[src/rtl/tmru_pkg.sv]
// ============================================================================
// tmru_pkg
// Shared types and constants of the triangular matrix row unpacker.
// ============================================================================
package tmru_pkg;

  localparam int MAX_VARS = 256;
  localparam int WORD_W   = 64;
  localparam int ROW_W    = 9;
  localparam int BUF_W    = 128;
  localparam int CNT_W    = 7;
  localparam int IDX_W    = 2;

  localparam logic [1:0] REG_NUM_VARS = 2'd0;

  typedef struct packed {
    logic              valid;
    logic [WORD_W-1:0] word;
  } q_head_t;

  typedef struct packed {
    logic [WORD_W-1:0] row_word;
    logic [ROW_W-1:0]  row_number;
    logic [IDX_W-1:0]  word_index;
    logic              row_end;
    logic              matrix_end;
    logic              constant_term;
  } result_t;

endpackage

[src/rtl/tmru_in_queue.sv]
// ============================================================================
// tmru_in_queue
// Two-entry input queue that takes stream words and hands them to the unpacker.
// ============================================================================
module tmru_in_queue (
  input  logic                     clk,
  input  logic                     rst_n,
  input  logic                     push,
  input  logic [tmru_pkg::WORD_W-1:0] push_word,
  output logic                     full,
  output tmru_pkg::q_head_t        head,
  input  logic                     pop
);
  import tmru_pkg::*;

  logic [WORD_W-1:0] mem_r [2];
  logic              wr_ptr_r;
  logic              rd_ptr_r;
  logic [1:0]        count_r;
  logic              do_push;
  logic              do_pop;

  assign full       = (count_r == 2'd2);
  assign do_push    = push && !full;
  assign do_pop     = pop && (count_r != 2'd0);
  assign head.valid = (count_r != 2'd0);
  assign head.word  = mem_r[rd_ptr_r];

  always_ff @(posedge clk) begin
    if (do_push) begin
      mem_r[wr_ptr_r] <= push_word;
    end
  end

  always_ff @(posedge clk) begin
    if (!rst_n) begin
      wr_ptr_r <= 1'b0;
      rd_ptr_r <= 1'b0;
      count_r  <= 2'd0;
    end else begin
      if (do_push) begin
        wr_ptr_r <= !wr_ptr_r;
      end
      if (do_pop) begin
        rd_ptr_r <= !rd_ptr_r;
      end
      unique case ({do_push, do_pop})
        2'b10:   count_r <= count_r + 2'd1;
        2'b01:   count_r <= count_r - 2'd1;
        default: count_r <= count_r;
      endcase
    end
  end

endmodule

[src/rtl/tmru_unpack.sv]
// ============================================================================
// tmru_unpack
// Realignment buffer, row counters: loads queued words, emits one aligned row
// word per cycle unless stalled or loading, into a registered output stage.
// ============================================================================
module tmru_unpack (
  input  logic                       clk,
  input  logic                       rst_n,
  input  tmru_pkg::q_head_t          head,
  output logic                       pop,
  input  logic [tmru_pkg::ROW_W-1:0] num_vars,
  output logic                       out_valid,
  input  logic                       out_stall,
  output tmru_pkg::result_t          out_res
);
  import tmru_pkg::*;

  logic [BUF_W-1:0]  buf_r;
  logic [BUF_W-1:0]  buf_nxt;
  logic [CNT_W-1:0]  cnt_r;
  logic [CNT_W-1:0]  cnt_nxt;
  logic [ROW_W-1:0]  row_r;
  logic [ROW_W-1:0]  row_nxt;
  logic [ROW_W-1:0]  done_r;
  logic [ROW_W-1:0]  done_nxt;
  logic              const_seen_r;
  logic              const_seen_nxt;
  logic              held_r;
  logic              held_nxt;
  logic              out_valid_r;
  result_t           out_res_r;

  logic [ROW_W-1:0]  n_eff;
  logic [ROW_W-1:0]  rem;
  logic [CNT_W-1:0]  chunk;
  logic              can_emit;
  logic              slot_free;
  logic              emit;
  logic              load;
  logic [WORD_W-1:0] mask;
  logic [WORD_W-1:0] taken;
  logic [BUF_W-1:0]  appended;
  logic [ROW_W-1:0]  done_sum;
  logic              rend;
  logic              mend;

  always_comb begin
    priority if (num_vars == '0) begin
      n_eff = ROW_W'(1);
    end else if (num_vars > ROW_W'(MAX_VARS)) begin
      n_eff = ROW_W'(MAX_VARS);
    end else begin
      n_eff = num_vars;
    end
  end

  assign rem       = row_r - done_r;
  assign chunk     = (rem >= ROW_W'(WORD_W)) ? CNT_W'(WORD_W) : rem[CNT_W-1:0];
  assign can_emit  = (cnt_r >= chunk);
  assign slot_free = !out_valid_r || !out_stall;
  assign emit      = can_emit && slot_free;
  assign load      = !can_emit && head.valid;
  assign pop       = load;

  assign mask     = (chunk == CNT_W'(WORD_W)) ? '1
                  : ((WORD_W'(1) << chunk[5:0]) - WORD_W'(1));
  assign taken    = buf_r[WORD_W-1:0] & mask;
  assign appended = buf_r | ({{(BUF_W-WORD_W){1'b0}}, head.word} << cnt_r);
  assign done_sum = done_r + ROW_W'(chunk);
  assign rend     = (done_sum >= row_r);
  assign mend     = rend && (row_r >= n_eff);

  always_comb begin
    buf_nxt        = buf_r;
    cnt_nxt        = cnt_r;
    row_nxt        = row_r;
    done_nxt       = done_r;
    const_seen_nxt = const_seen_r;
    held_nxt       = held_r;
    if (emit) begin
      if (mend) begin
        buf_nxt        = '0;
        cnt_nxt        = '0;
        row_nxt        = ROW_W'(1);
        done_nxt       = '0;
        const_seen_nxt = 1'b0;
        held_nxt       = 1'b0;
      end else begin
        buf_nxt = buf_r >> chunk;
        cnt_nxt = cnt_r - chunk;
        if (rend) begin
          row_nxt  = row_r + ROW_W'(1);
          done_nxt = '0;
        end else begin
          done_nxt = done_sum;
        end
      end
    end else if (load) begin
      if (!const_seen_r) begin
        held_nxt       = appended[0];
        buf_nxt        = appended >> 1;
        cnt_nxt        = cnt_r + CNT_W'(WORD_W - 1);
        const_seen_nxt = 1'b1;
      end else begin
        buf_nxt = appended;
        cnt_nxt = cnt_r + CNT_W'(WORD_W);
      end
    end
  end

  always_ff @(posedge clk) begin
    if (!rst_n) begin
      buf_r        <= '0;
      cnt_r        <= '0;
      row_r        <= ROW_W'(1);
      done_r       <= '0;
      const_seen_r <= 1'b0;
      held_r       <= 1'b0;
      out_valid_r  <= 1'b0;
    end else begin
      buf_r        <= buf_nxt;
      cnt_r        <= cnt_nxt;
      row_r        <= row_nxt;
      done_r       <= done_nxt;
      const_seen_r <= const_seen_nxt;
      held_r       <= held_nxt;
      if (emit) begin
        out_valid_r <= 1'b1;
      end else if (!out_stall) begin
        out_valid_r <= 1'b0;
      end
    end
  end

  always_ff @(posedge clk) begin
    if (emit) begin
      out_res_r.row_word      <= taken;
      out_res_r.row_number    <= row_r;
      out_res_r.word_index    <= done_r[7:6];
      out_res_r.row_end       <= rend;
      out_res_r.matrix_end    <= mend;
      out_res_r.constant_term <= held_r;
    end
  end

  assign out_valid = out_valid_r;
  assign out_res   = out_res_r;

`ifndef NO_ASSERTIONS
  a_load_room: assert property (@(posedge clk) disable iff (!rst_n)
    load |-> (cnt_r < CNT_W'(WORD_W)))
    else $error("word loaded with no room in the realignment buffer");

  a_row_bounds: assert property (@(posedge clk) disable iff (!rst_n)
    (row_r >= ROW_W'(1)) && (done_r < row_r))
    else $error("row counters out of range");

  a_mend_rend: assert property (@(posedge clk) disable iff (!rst_n)
    (out_valid_r && out_res_r.matrix_end) |-> out_res_r.row_end)
    else $error("matrix end flagged on a word that does not end its row");
`endif

endmodule

[src/rtl/triangular_matrix_row_unpacker.sv]
// ============================================================================
// triangular_matrix_row_unpacker
// Unpacks a bit-packed lower triangular matrix stream into 64-bit aligned
// row words, with an APB-style register for the number of variables.
// ============================================================================
// The word that completes a result passes through the input queue, the buffer
// load and the output register before out_valid rises.
// The unpacker either loads an input word or emits a result word, never both
// at once.
// Reset clears the queue, buffer, row counters and output valid flag and sets
// num_vars to 256.
// ============================================================================
module triangular_matrix_row_unpacker (
  input  logic        clk,
  input  logic        rst_n,
  input  logic        in_valid,
  output logic        in_stall,
  input  logic [63:0] in_packed_word,
  output logic        out_valid,
  input  logic        out_stall,
  output logic [63:0] out_row_word,
  output logic [8:0]  out_row_number,
  output logic [1:0]  out_word_index,
  output logic        out_row_end,
  output logic        out_matrix_end,
  output logic        out_constant_term,
  input  logic        psel,
  input  logic        penable,
  input  logic        pwrite,
  input  logic [1:0]  paddr,
  input  logic [31:0] pwdata,
  output logic [31:0] prdata,
  output logic        pready
);
  import tmru_pkg::*;

  logic [ROW_W-1:0] num_vars_r;
  logic             q_full;
  logic             q_pop;
  q_head_t          q_head;
  result_t          res;
  logic             cfg_wr;

  assign pready = 1'b1;
  assign cfg_wr = psel && penable && pwrite && pready;
  assign prdata = (paddr == REG_NUM_VARS) ? {{(32-ROW_W){1'b0}}, num_vars_r} : '0;

  always_ff @(posedge clk) begin
    if (!rst_n) begin
      num_vars_r <= ROW_W'(MAX_VARS);
    end else if (cfg_wr) begin
      num_vars_r <= pwdata[ROW_W-1:0];
    end
  end

  assign in_stall = q_full;

  tmru_in_queue u_queue (
    .clk       (clk),
    .rst_n     (rst_n),
    .push      (in_valid),
    .push_word (in_packed_word),
    .full      (q_full),
    .head      (q_head),
    .pop       (q_pop)
  );

  tmru_unpack u_unpack (
    .clk       (clk),
    .rst_n     (rst_n),
    .head      (q_head),
    .pop       (q_pop),
    .num_vars  (num_vars_r),
    .out_valid (out_valid),
    .out_stall (out_stall),
    .out_res   (res)
  );

  assign out_row_word      = res.row_word;
  assign out_row_number    = res.row_number;
  assign out_word_index    = res.word_index;
  assign out_row_end       = res.row_end;
  assign out_matrix_end    = res.matrix_end;
  assign out_constant_term = res.constant_term;

endmodule
[config.mk]
export PLATFORM = sky130hd
export DESIGN_NAME = triangular_matrix_row_unpacker
export DESIGN_NICKNAME = d
export VERILOG_FILES = /design/src/rtl/tmru_pkg.sv /design/src/rtl/tmru_in_queue.sv /design/src/rtl/tmru_unpack.sv /design/src/rtl/triangular_matrix_row_unpacker.sv
export SDC_FILE = /design/constraint.sdc
export NUM_CORES = 2
export LEC_CHECK = 0
export ABC_AREA = 1
export BUFFER_PORTS_ARGS = -buffer_cell sky130_fd_sc_hd__buf_2
export CAP_MARGIN = 5
export CELL_PAD_IN_SITES_DETAIL_PLACEMENT = 0
export CELL_PAD_IN_SITES_GLOBAL_PLACEMENT = 2
export CORE_MARGIN = 4
export CORE_UTILIZATION = 36
export DETAILED_ROUTE_END_ITERATION = 12
export PLACE_DENSITY_LB_ADDON = 0.05
export SLEW_MARGIN = 20
export SYNTH_ARGS = -nofsm -noshare
export SYNTH_HDL_FRONTEND = slang
export SYNTH_SLANG_ARGS = --single-unit
[constraint.sdc]
create_clock -name clk -period 18.45 [get_ports clk]
set_input_delay 0 -clock clk [delete_from_list [all_inputs] [get_ports clk]]
set_output_delay 0 -clock clk [all_outputs]
set_load 0.02 [all_outputs]
# Yosys cells after proc, flatten, opt, wreduce, memory -nomap -nowiden
# Memories as Yosys holds them, arrays and structs flattened. A register that Yosys moved wholly into a read port is not among the register bits.
# Cells that the tools add are included.
# Widths: inputs -> output; s select.
dict set report totals {
  input_bits 105
  n_memories 1
  ramBits 128
  output_inout_bits 113
  register_bits 247
}
dict set report classes {
  eq_ne 7
  mux 30
  add_sub_neg 9
  bitwise_logic 2
  n_lt_le_gt_ge 5
  reduce_logical 23
  shift 3
}
# name depth width read_ports rd_ports_with_merged_regs wr line_no
set mem_list {}
lappend mem_list {u_queue.mem_r 2 64 1 1 1 tmru_in_queue.sv:16} ;# logic [WORD_W-1:0] mem_r [2];
# op count
set ops {}
lappend ops {{$mux 128} 4}
lappend ops {{$or 128x128->128} 1}
lappend ops {{$shl 64x7->128} 1}
lappend ops {{$shr 128x7->128} 1}
lappend ops {{$and 64x64->64} 1}
lappend ops {{$mux 64} 1}
lappend ops {{$shl 1x6->64 const A} 1}
lappend ops {{$sub 64x1->64 const B} 1}
lappend ops {{$mux 9} 7}
lappend ops {{$mux 7} 5}
lappend ops {{$ge 9x9->1} 2}
lappend ops {{$mux 1} 12}
lappend ops {{$add 9x1->9 const B} 1}
lappend ops {{$add 9x7->9} 1}
lappend ops {{$ge 9x7->1 const B} 1}
lappend ops {{$gt 9x9->1 const B} 1}
lappend ops {{$logic_not 9->1} 1}
lappend ops {{$sub 9x9->9} 1}
lappend ops {{$reduce_bool 2->1} 4}
lappend ops {{$add 7x6->7 const B} 1}
lappend ops {{$add 7x7->7 const B} 1}
lappend ops {{$eq 7x7->1 const B} 1}
lappend ops {{$ge 7x7->1} 1}
lappend ops {{$logic_and 1x1->1} 7}
lappend ops {{other kinds (13)} 21}

# Logic depth before layout (Yosys ltp)
dict set report logic_depth {
  word_depth 9
  depth_mapped 39
  depth_no_buf 38
}

# Hierarchy
# A second synthesis with hierarchy kept.
dict set report hier_totals {
  hier_cells 5424
  hier_area_um2 34018.9
}
# mod area_each_um2 cells_each n_inst seq_area_each_um2
set modules_own_cells {}
lappend modules_own_cells {tmru_unpack 28222.1 5094 1 5465.2}
lappend modules_own_cells {tmru_in_queue 5163.7 237 1 3943.8}
lappend modules_own_cells {triangular_matrix_row_unpacker 633.1 93 1 180.2}

# Worst setup path after synthesis
# OpenSTA, ideal clock, no wires.
dict set report synth_path {
  kind {reg-to-reg}
  startpoint {register u_unpack.row_r[0]}
  endpoint {register u_unpack.row_r[7]}
  arrival_ps 6194
  path_stages_with_launch 31
  synth_period_minus_slack_ps 6313
  setup_slack_ps 12137
  setup_time_ps 119
  cell_sequence {dfxtp_1 inv_1 ha_1 inv_1 fa_1 nand2_1 nand2_1 nand3_1 nand3_1 nand2_4 nand2_2 nor2_8 nand2_4 buf_1 buf_1 ha_1 nand3_1 nand2_1 a21oi_1 o21bai_1 a21oi_1 o21bai_1 nand2_1 inv_1 nand2_1 inv_1 nand3_1 nor3_1 nand2_1 o21ai_0 a21oi_1}
}
# element line_no
set synth_lines {}
lappend synth_lines {{from (decl)} tmru_unpack.sv:22} ;# logic [ROW_W-1:0] row_r;
lappend synth_lines {{from (signal assigned)} tmru_unpack.sv:123} ;# row_r <= row_nxt;
lappend synth_lines {{$sub 9x9->9 (*)} tmru_unpack.sv:57} ;# assign rem = row_r - done_r;
lappend synth_lines {{$ge 9x7->1} tmru_unpack.sv:58} ;# assign chunk = (rem >= ROW_W'(WORD_W)) ? CNT_W'(WORD_W) : rem[CNT_W-1:0];
lappend synth_lines {{$mux 7 (*)} tmru_unpack.sv:58}
lappend synth_lines {{$ge 7x7->1 (*)} tmru_unpack.sv:59} ;# assign can_emit = (cnt_r >= chunk);
lappend synth_lines {{$logic_and 1x1->1 (*)} tmru_unpack.sv:61} ;# assign emit = can_emit && slot_free;
lappend synth_lines {{via u_unpack.emit} tmru_unpack.sv:38} ;# logic emit;
lappend synth_lines {{$reduce_and 2->1 (no source line) (*)} -}
# The timed path passes the listed nets; every way through them passes the cells marked *. The select of a mux whose other input is x is not followed.
# A chain may end at the register's enable or synchronous reset.

# Worst setup path in the final report
dict set report layout_path {
  startpoint {register u_unpack.row_r[0]}
  endpoint {register u_unpack.buf_r[29]}
}
dict set report layout_via {
  elab_chain_cells 8
}
# element line_no
set layout_rtl {}
lappend layout_rtl {{$sub 9x9->9} tmru_unpack.sv:57}
lappend layout_rtl {{$ge 9x7->1} tmru_unpack.sv:58}
lappend layout_rtl {{$mux 7} tmru_unpack.sv:58}
lappend layout_rtl {{$add 9x7->9} tmru_unpack.sv:69} ;# assign done_sum = done_r + ROW_W'(chunk);
lappend layout_rtl {{$ge 9x9->1 (*)} tmru_unpack.sv:70} ;# assign rend = (done_sum >= row_r);
lappend layout_rtl {{via u_unpack.rend} tmru_unpack.sv:44} ;# logic rend;
lappend layout_rtl {{$logic_and 1x1->1 (*)} tmru_unpack.sv:71} ;# assign mend = rend && (row_r >= n_eff);
lappend layout_rtl {{via u_unpack.mend} tmru_unpack.sv:45} ;# logic mend;
lappend layout_rtl {{$mux 128 (*)} tmru_unpack.sv:81} ;# if (mend) begin
lappend layout_rtl {{$mux 128 (*)} tmru_unpack.sv:80} ;# if (emit) begin
lappend layout_rtl {{to (signal assigned)} tmru_unpack.sv:121} ;# buf_r <= buf_nxt;
lappend layout_rtl {{to (decl)} tmru_unpack.sv:18} ;# logic [BUF_W-1:0] buf_r;
# The timed path passes the listed nets; every way through them passes the cells marked *.

==> results_dict.tcl <==
set metrics [dict create \
    wirelength_mm 201 \
    seq_area_frac_synth_pct 27.2 \
    reg2reg_from "u_unpack.row_r[0]" \
    drt.antenna.violating_nets 0 \
    hp-start "in_packed_word[18]" \
    first_global_vias 39400 \
    skew_ns 0.0409 \
    via_per_inst 6.04 \
    layout-drive-gt1-share_pct 7.63 \
    insertion_delay_ns 0.68 \
    multi_input_area_um2 22400 \
    port_buffers 170 \
    routabilityCongestion 1.01 \
    worst_ep_required_time_ns 19.05 \
    report.final.slew_viol_count 0 \
    fin_setup_tns_ns 0 \
    numCtsBuffers 48 \
    crit_path_max_fanout 55 \
    synth_cell_type_count 57 \
    initial_utilization_pct 36.4 \
    clk_pin_slew_ns 0.07 \
    reg2reg_depth 36 \
    min_period_ns 8.88 \
    grt_use_total_pct 37.7 \
    synth_area_um2 35200 \
    wl_per_cell_um 28.1 \
    synth_top_area_share_pct 22.1 \
    hold_path.class "input port to flop" \
    synth_area_leader_cell "nand3_1" \
    yosysMostFrequentCell "nand2_1" \
    r2r_end "u_unpack.buf_r[29]" \
    crit_path_start "u_unpack.row_r[0]" \
    report.final.setup_viol 0 \
    cts.repair.resized 0 \
    drtIter0Drc 6104 \
    synth_area_leaders "nand3_1 (22%), nand2_1 (18%), edfxtp_1 (18%)" \
    cts_root_buf "clkbuf_16" \
    ios 218 \
    die_w_um 321 \
    worstSetupPathType "flop to flop" \
    num_rows 114 \
    antenna_found_initial 11 \
    crit_arrival_ns 9.49 \
    fill_cells 10900 \
    synth_edf_count 206 \
    dr_total_vias 43200 \
    critPathLaunchType "flop" \
    area_delta_synth_final_pct 10.6 \
    crit_slowest_cell "buf_4" \
    ys_warn_count 0 \
    setup_slack_ns 9.57 \
    die_y_um 321 \
    synth.ff_latch_count 376 \
    drc 0 \
    cts_tree "yes" \
    cts_max_level 2 \
    fin_crit_sh_pct 48.1 \
    core-area_um2 96900 \
    synth_flop_cell "edfxtp_1" \
    rsz0062_at_grt "false" \
    fin_area_um2 38900 \
    postCtsSetupRepairBufs 0 \
    dieArea_um2 103000 \
    grt_max_degree 154 \
    clock-sinks 376 \
    cp_top_family "buffers and inverters" \
    seq_area_um2 9600 \
    finalHoldViolCount 0 \
    grt_pass1_wl_mm 284 \
    slew-limit-headroom_pct 27.3 \
    syn_avg_cell_area_um2 6.00 \
    synth_common_cells "nand2_1 (1651), nand3_1 (1557), inv_1 (359), nor2_1 (324), o21ai_0 (311)" \
    dp_hpwl_mm 149 \
    async_reset_ff_share_pct 0 \
    path_depth 36 \
    clock_path_buffers 3 \
    tightest_slew_ns 1.09 \
    path_buf_inv 11 \
    holdWs_ns 0.0765 \
    maxCapViolCount 0 \
    critical_path.endpoint "u_unpack.buf_r[29]" \
    dr.pass1.iters 7 \
    post_dp_cell_area_um2 36500 \
    slowest_delay_ns 0.68 \
    r2r_slack_ns 9.57 \
    crit_path_end_kind "flop" \
    nets 5977 \
    max_freq_mhz 113 \
    place_ws_ns 9.70 \
    syn_inst 5869 \
    overflow 0 \
    status "finished, final reports clean" \
    critPathMostFrequentCell "inv_1" \
]
==> metrics by stage <==
step	utilization, %	std cells
floorplan	-	5891
global placement	37.7	6972
detailed placement	37.7	6972
CTS	40.2	7145
global route	40.2	7146
finish	40.2	7149
==> cells in the final DEF (no fill, tap or decap), types with 6 or more instances in the layout <==
master / count
or2_2: 34
dfxtp_2: 7
o21bai_1: 8
nor2_2: 20
nor2_4: 15
xor2_1: 10
a211oi_1: 17
dlygate4sd3_1: 84
nand2_2: 6
xnor2_1: 6
o211ai_1: 78
buf_12: 7
a21oi_1: 299
clkinv_2: 8
o2111ai_1: 9
o21ai_0: 311
buf_4: 60
conb_1: 24
dfxtp_1: 163
clkinvlp_4: 7
clkbuf_8: 6
nor3_1: 23
a31oi_1: 60
nand4_1: 80
o21a_1: 42
and2_1: 6
nand3_1: 1556
o21ai_1: 14
buf_2: 169
inv_2: 27
edfxtp_1: 206
o22ai_1: 7
nand2_1: 1650
clkinv_1: 8
nand3b_1: 13
inv_1: 355
clkbuf_16: 48
clkbuf_1: 6
nor2_1: 316
ha_1: 40
==> logic make-up (layout without fill, tap and decap cells) <==
kind of cell / after synthesis / after routing / synth area share [%]
other cells: 2 / 28 / 0.0213
flops: 376 / 376 / 27.2
mux: 2 / 2 / 0.0568
buf+inv: 818 / 796 / 9.49
simple gates: 3747 / 3747 / 47.4
xor+xnor: 16 / 16 / 0.398
compound gates: 866 / 866 / 13.9
fa+ha+maj: 42 / 42 / 1.53
==> worst register-to-register path: cells and delay by family, from the launching register on <==
kind	cells	cell delay, ns
buf+inv	11	3.37
compound gates	6	1.27
flops	1	0.36
fa+ha+maj	4	1.34
simple gates	15	2.52
==> routing by layer <==
layer	up-vias	GRT usage, %	routed length (µm)
li1	20000	-	-
met1	20500	49.7	82500
met2	2216	57.3	84800
met3	491	7.56	18300
met4	8	21.8	14900
met5	-	0	56
==> final cells by class <==
class                   count  share of cell area [%]
clock buffers              60                    3.35
diodes                      4                  0.0257
multi-input cells        4697                    57.6
repair buffers            320                    5.85
clock inverters            29                   0.655
inverters                 387                    3.74
well taps                1276                    4.10
flip-flops and latches    376                    24.6
==> worst min path at each step <==
stage                           endpoint  slack, ns  cells past startpoint
floorplan            u_queue.mem_r[0][0]        0.1                      0
global placement    u_queue.mem_r[0][52]       0.19                      1
detailed placement  u_queue.mem_r[1][41]       0.19                      1
CTS                 u_queue.mem_r[0][18]       0.04                      2
global route        u_queue.mem_r[0][37]       0.06                      2
finish              u_queue.mem_r[0][18]       0.08                      2
==> sequential cells by signal (all words and copies together), names as in the netlist, named ones only <==
signal / count
u_unpack.out_res: 78
u_unpack.done_r: 9
u_unpack.out_valid: 1
u_queue.mem_r: 128
u_queue.count_r: 2
u_unpack.row_r: 9
u_unpack.buf_r: 128
u_unpack.held_r: 1
u_queue.rd_ptr_r: 1
num_vars_r: 9
u_queue.wr_ptr_r: 1
u_unpack.const_seen_r: 1
u_unpack.cnt_r: 7
==> timing repair <==
item / in CTS / in global routing
hold buffers: 84 / 0
endpoints found under the hold margin: 166 / 0
endpoints found under the setup margin: 0 / 0
Power is not shown: default switching activity piles up to over one toggle a cycle in this logic, so the estimate is an artifact.
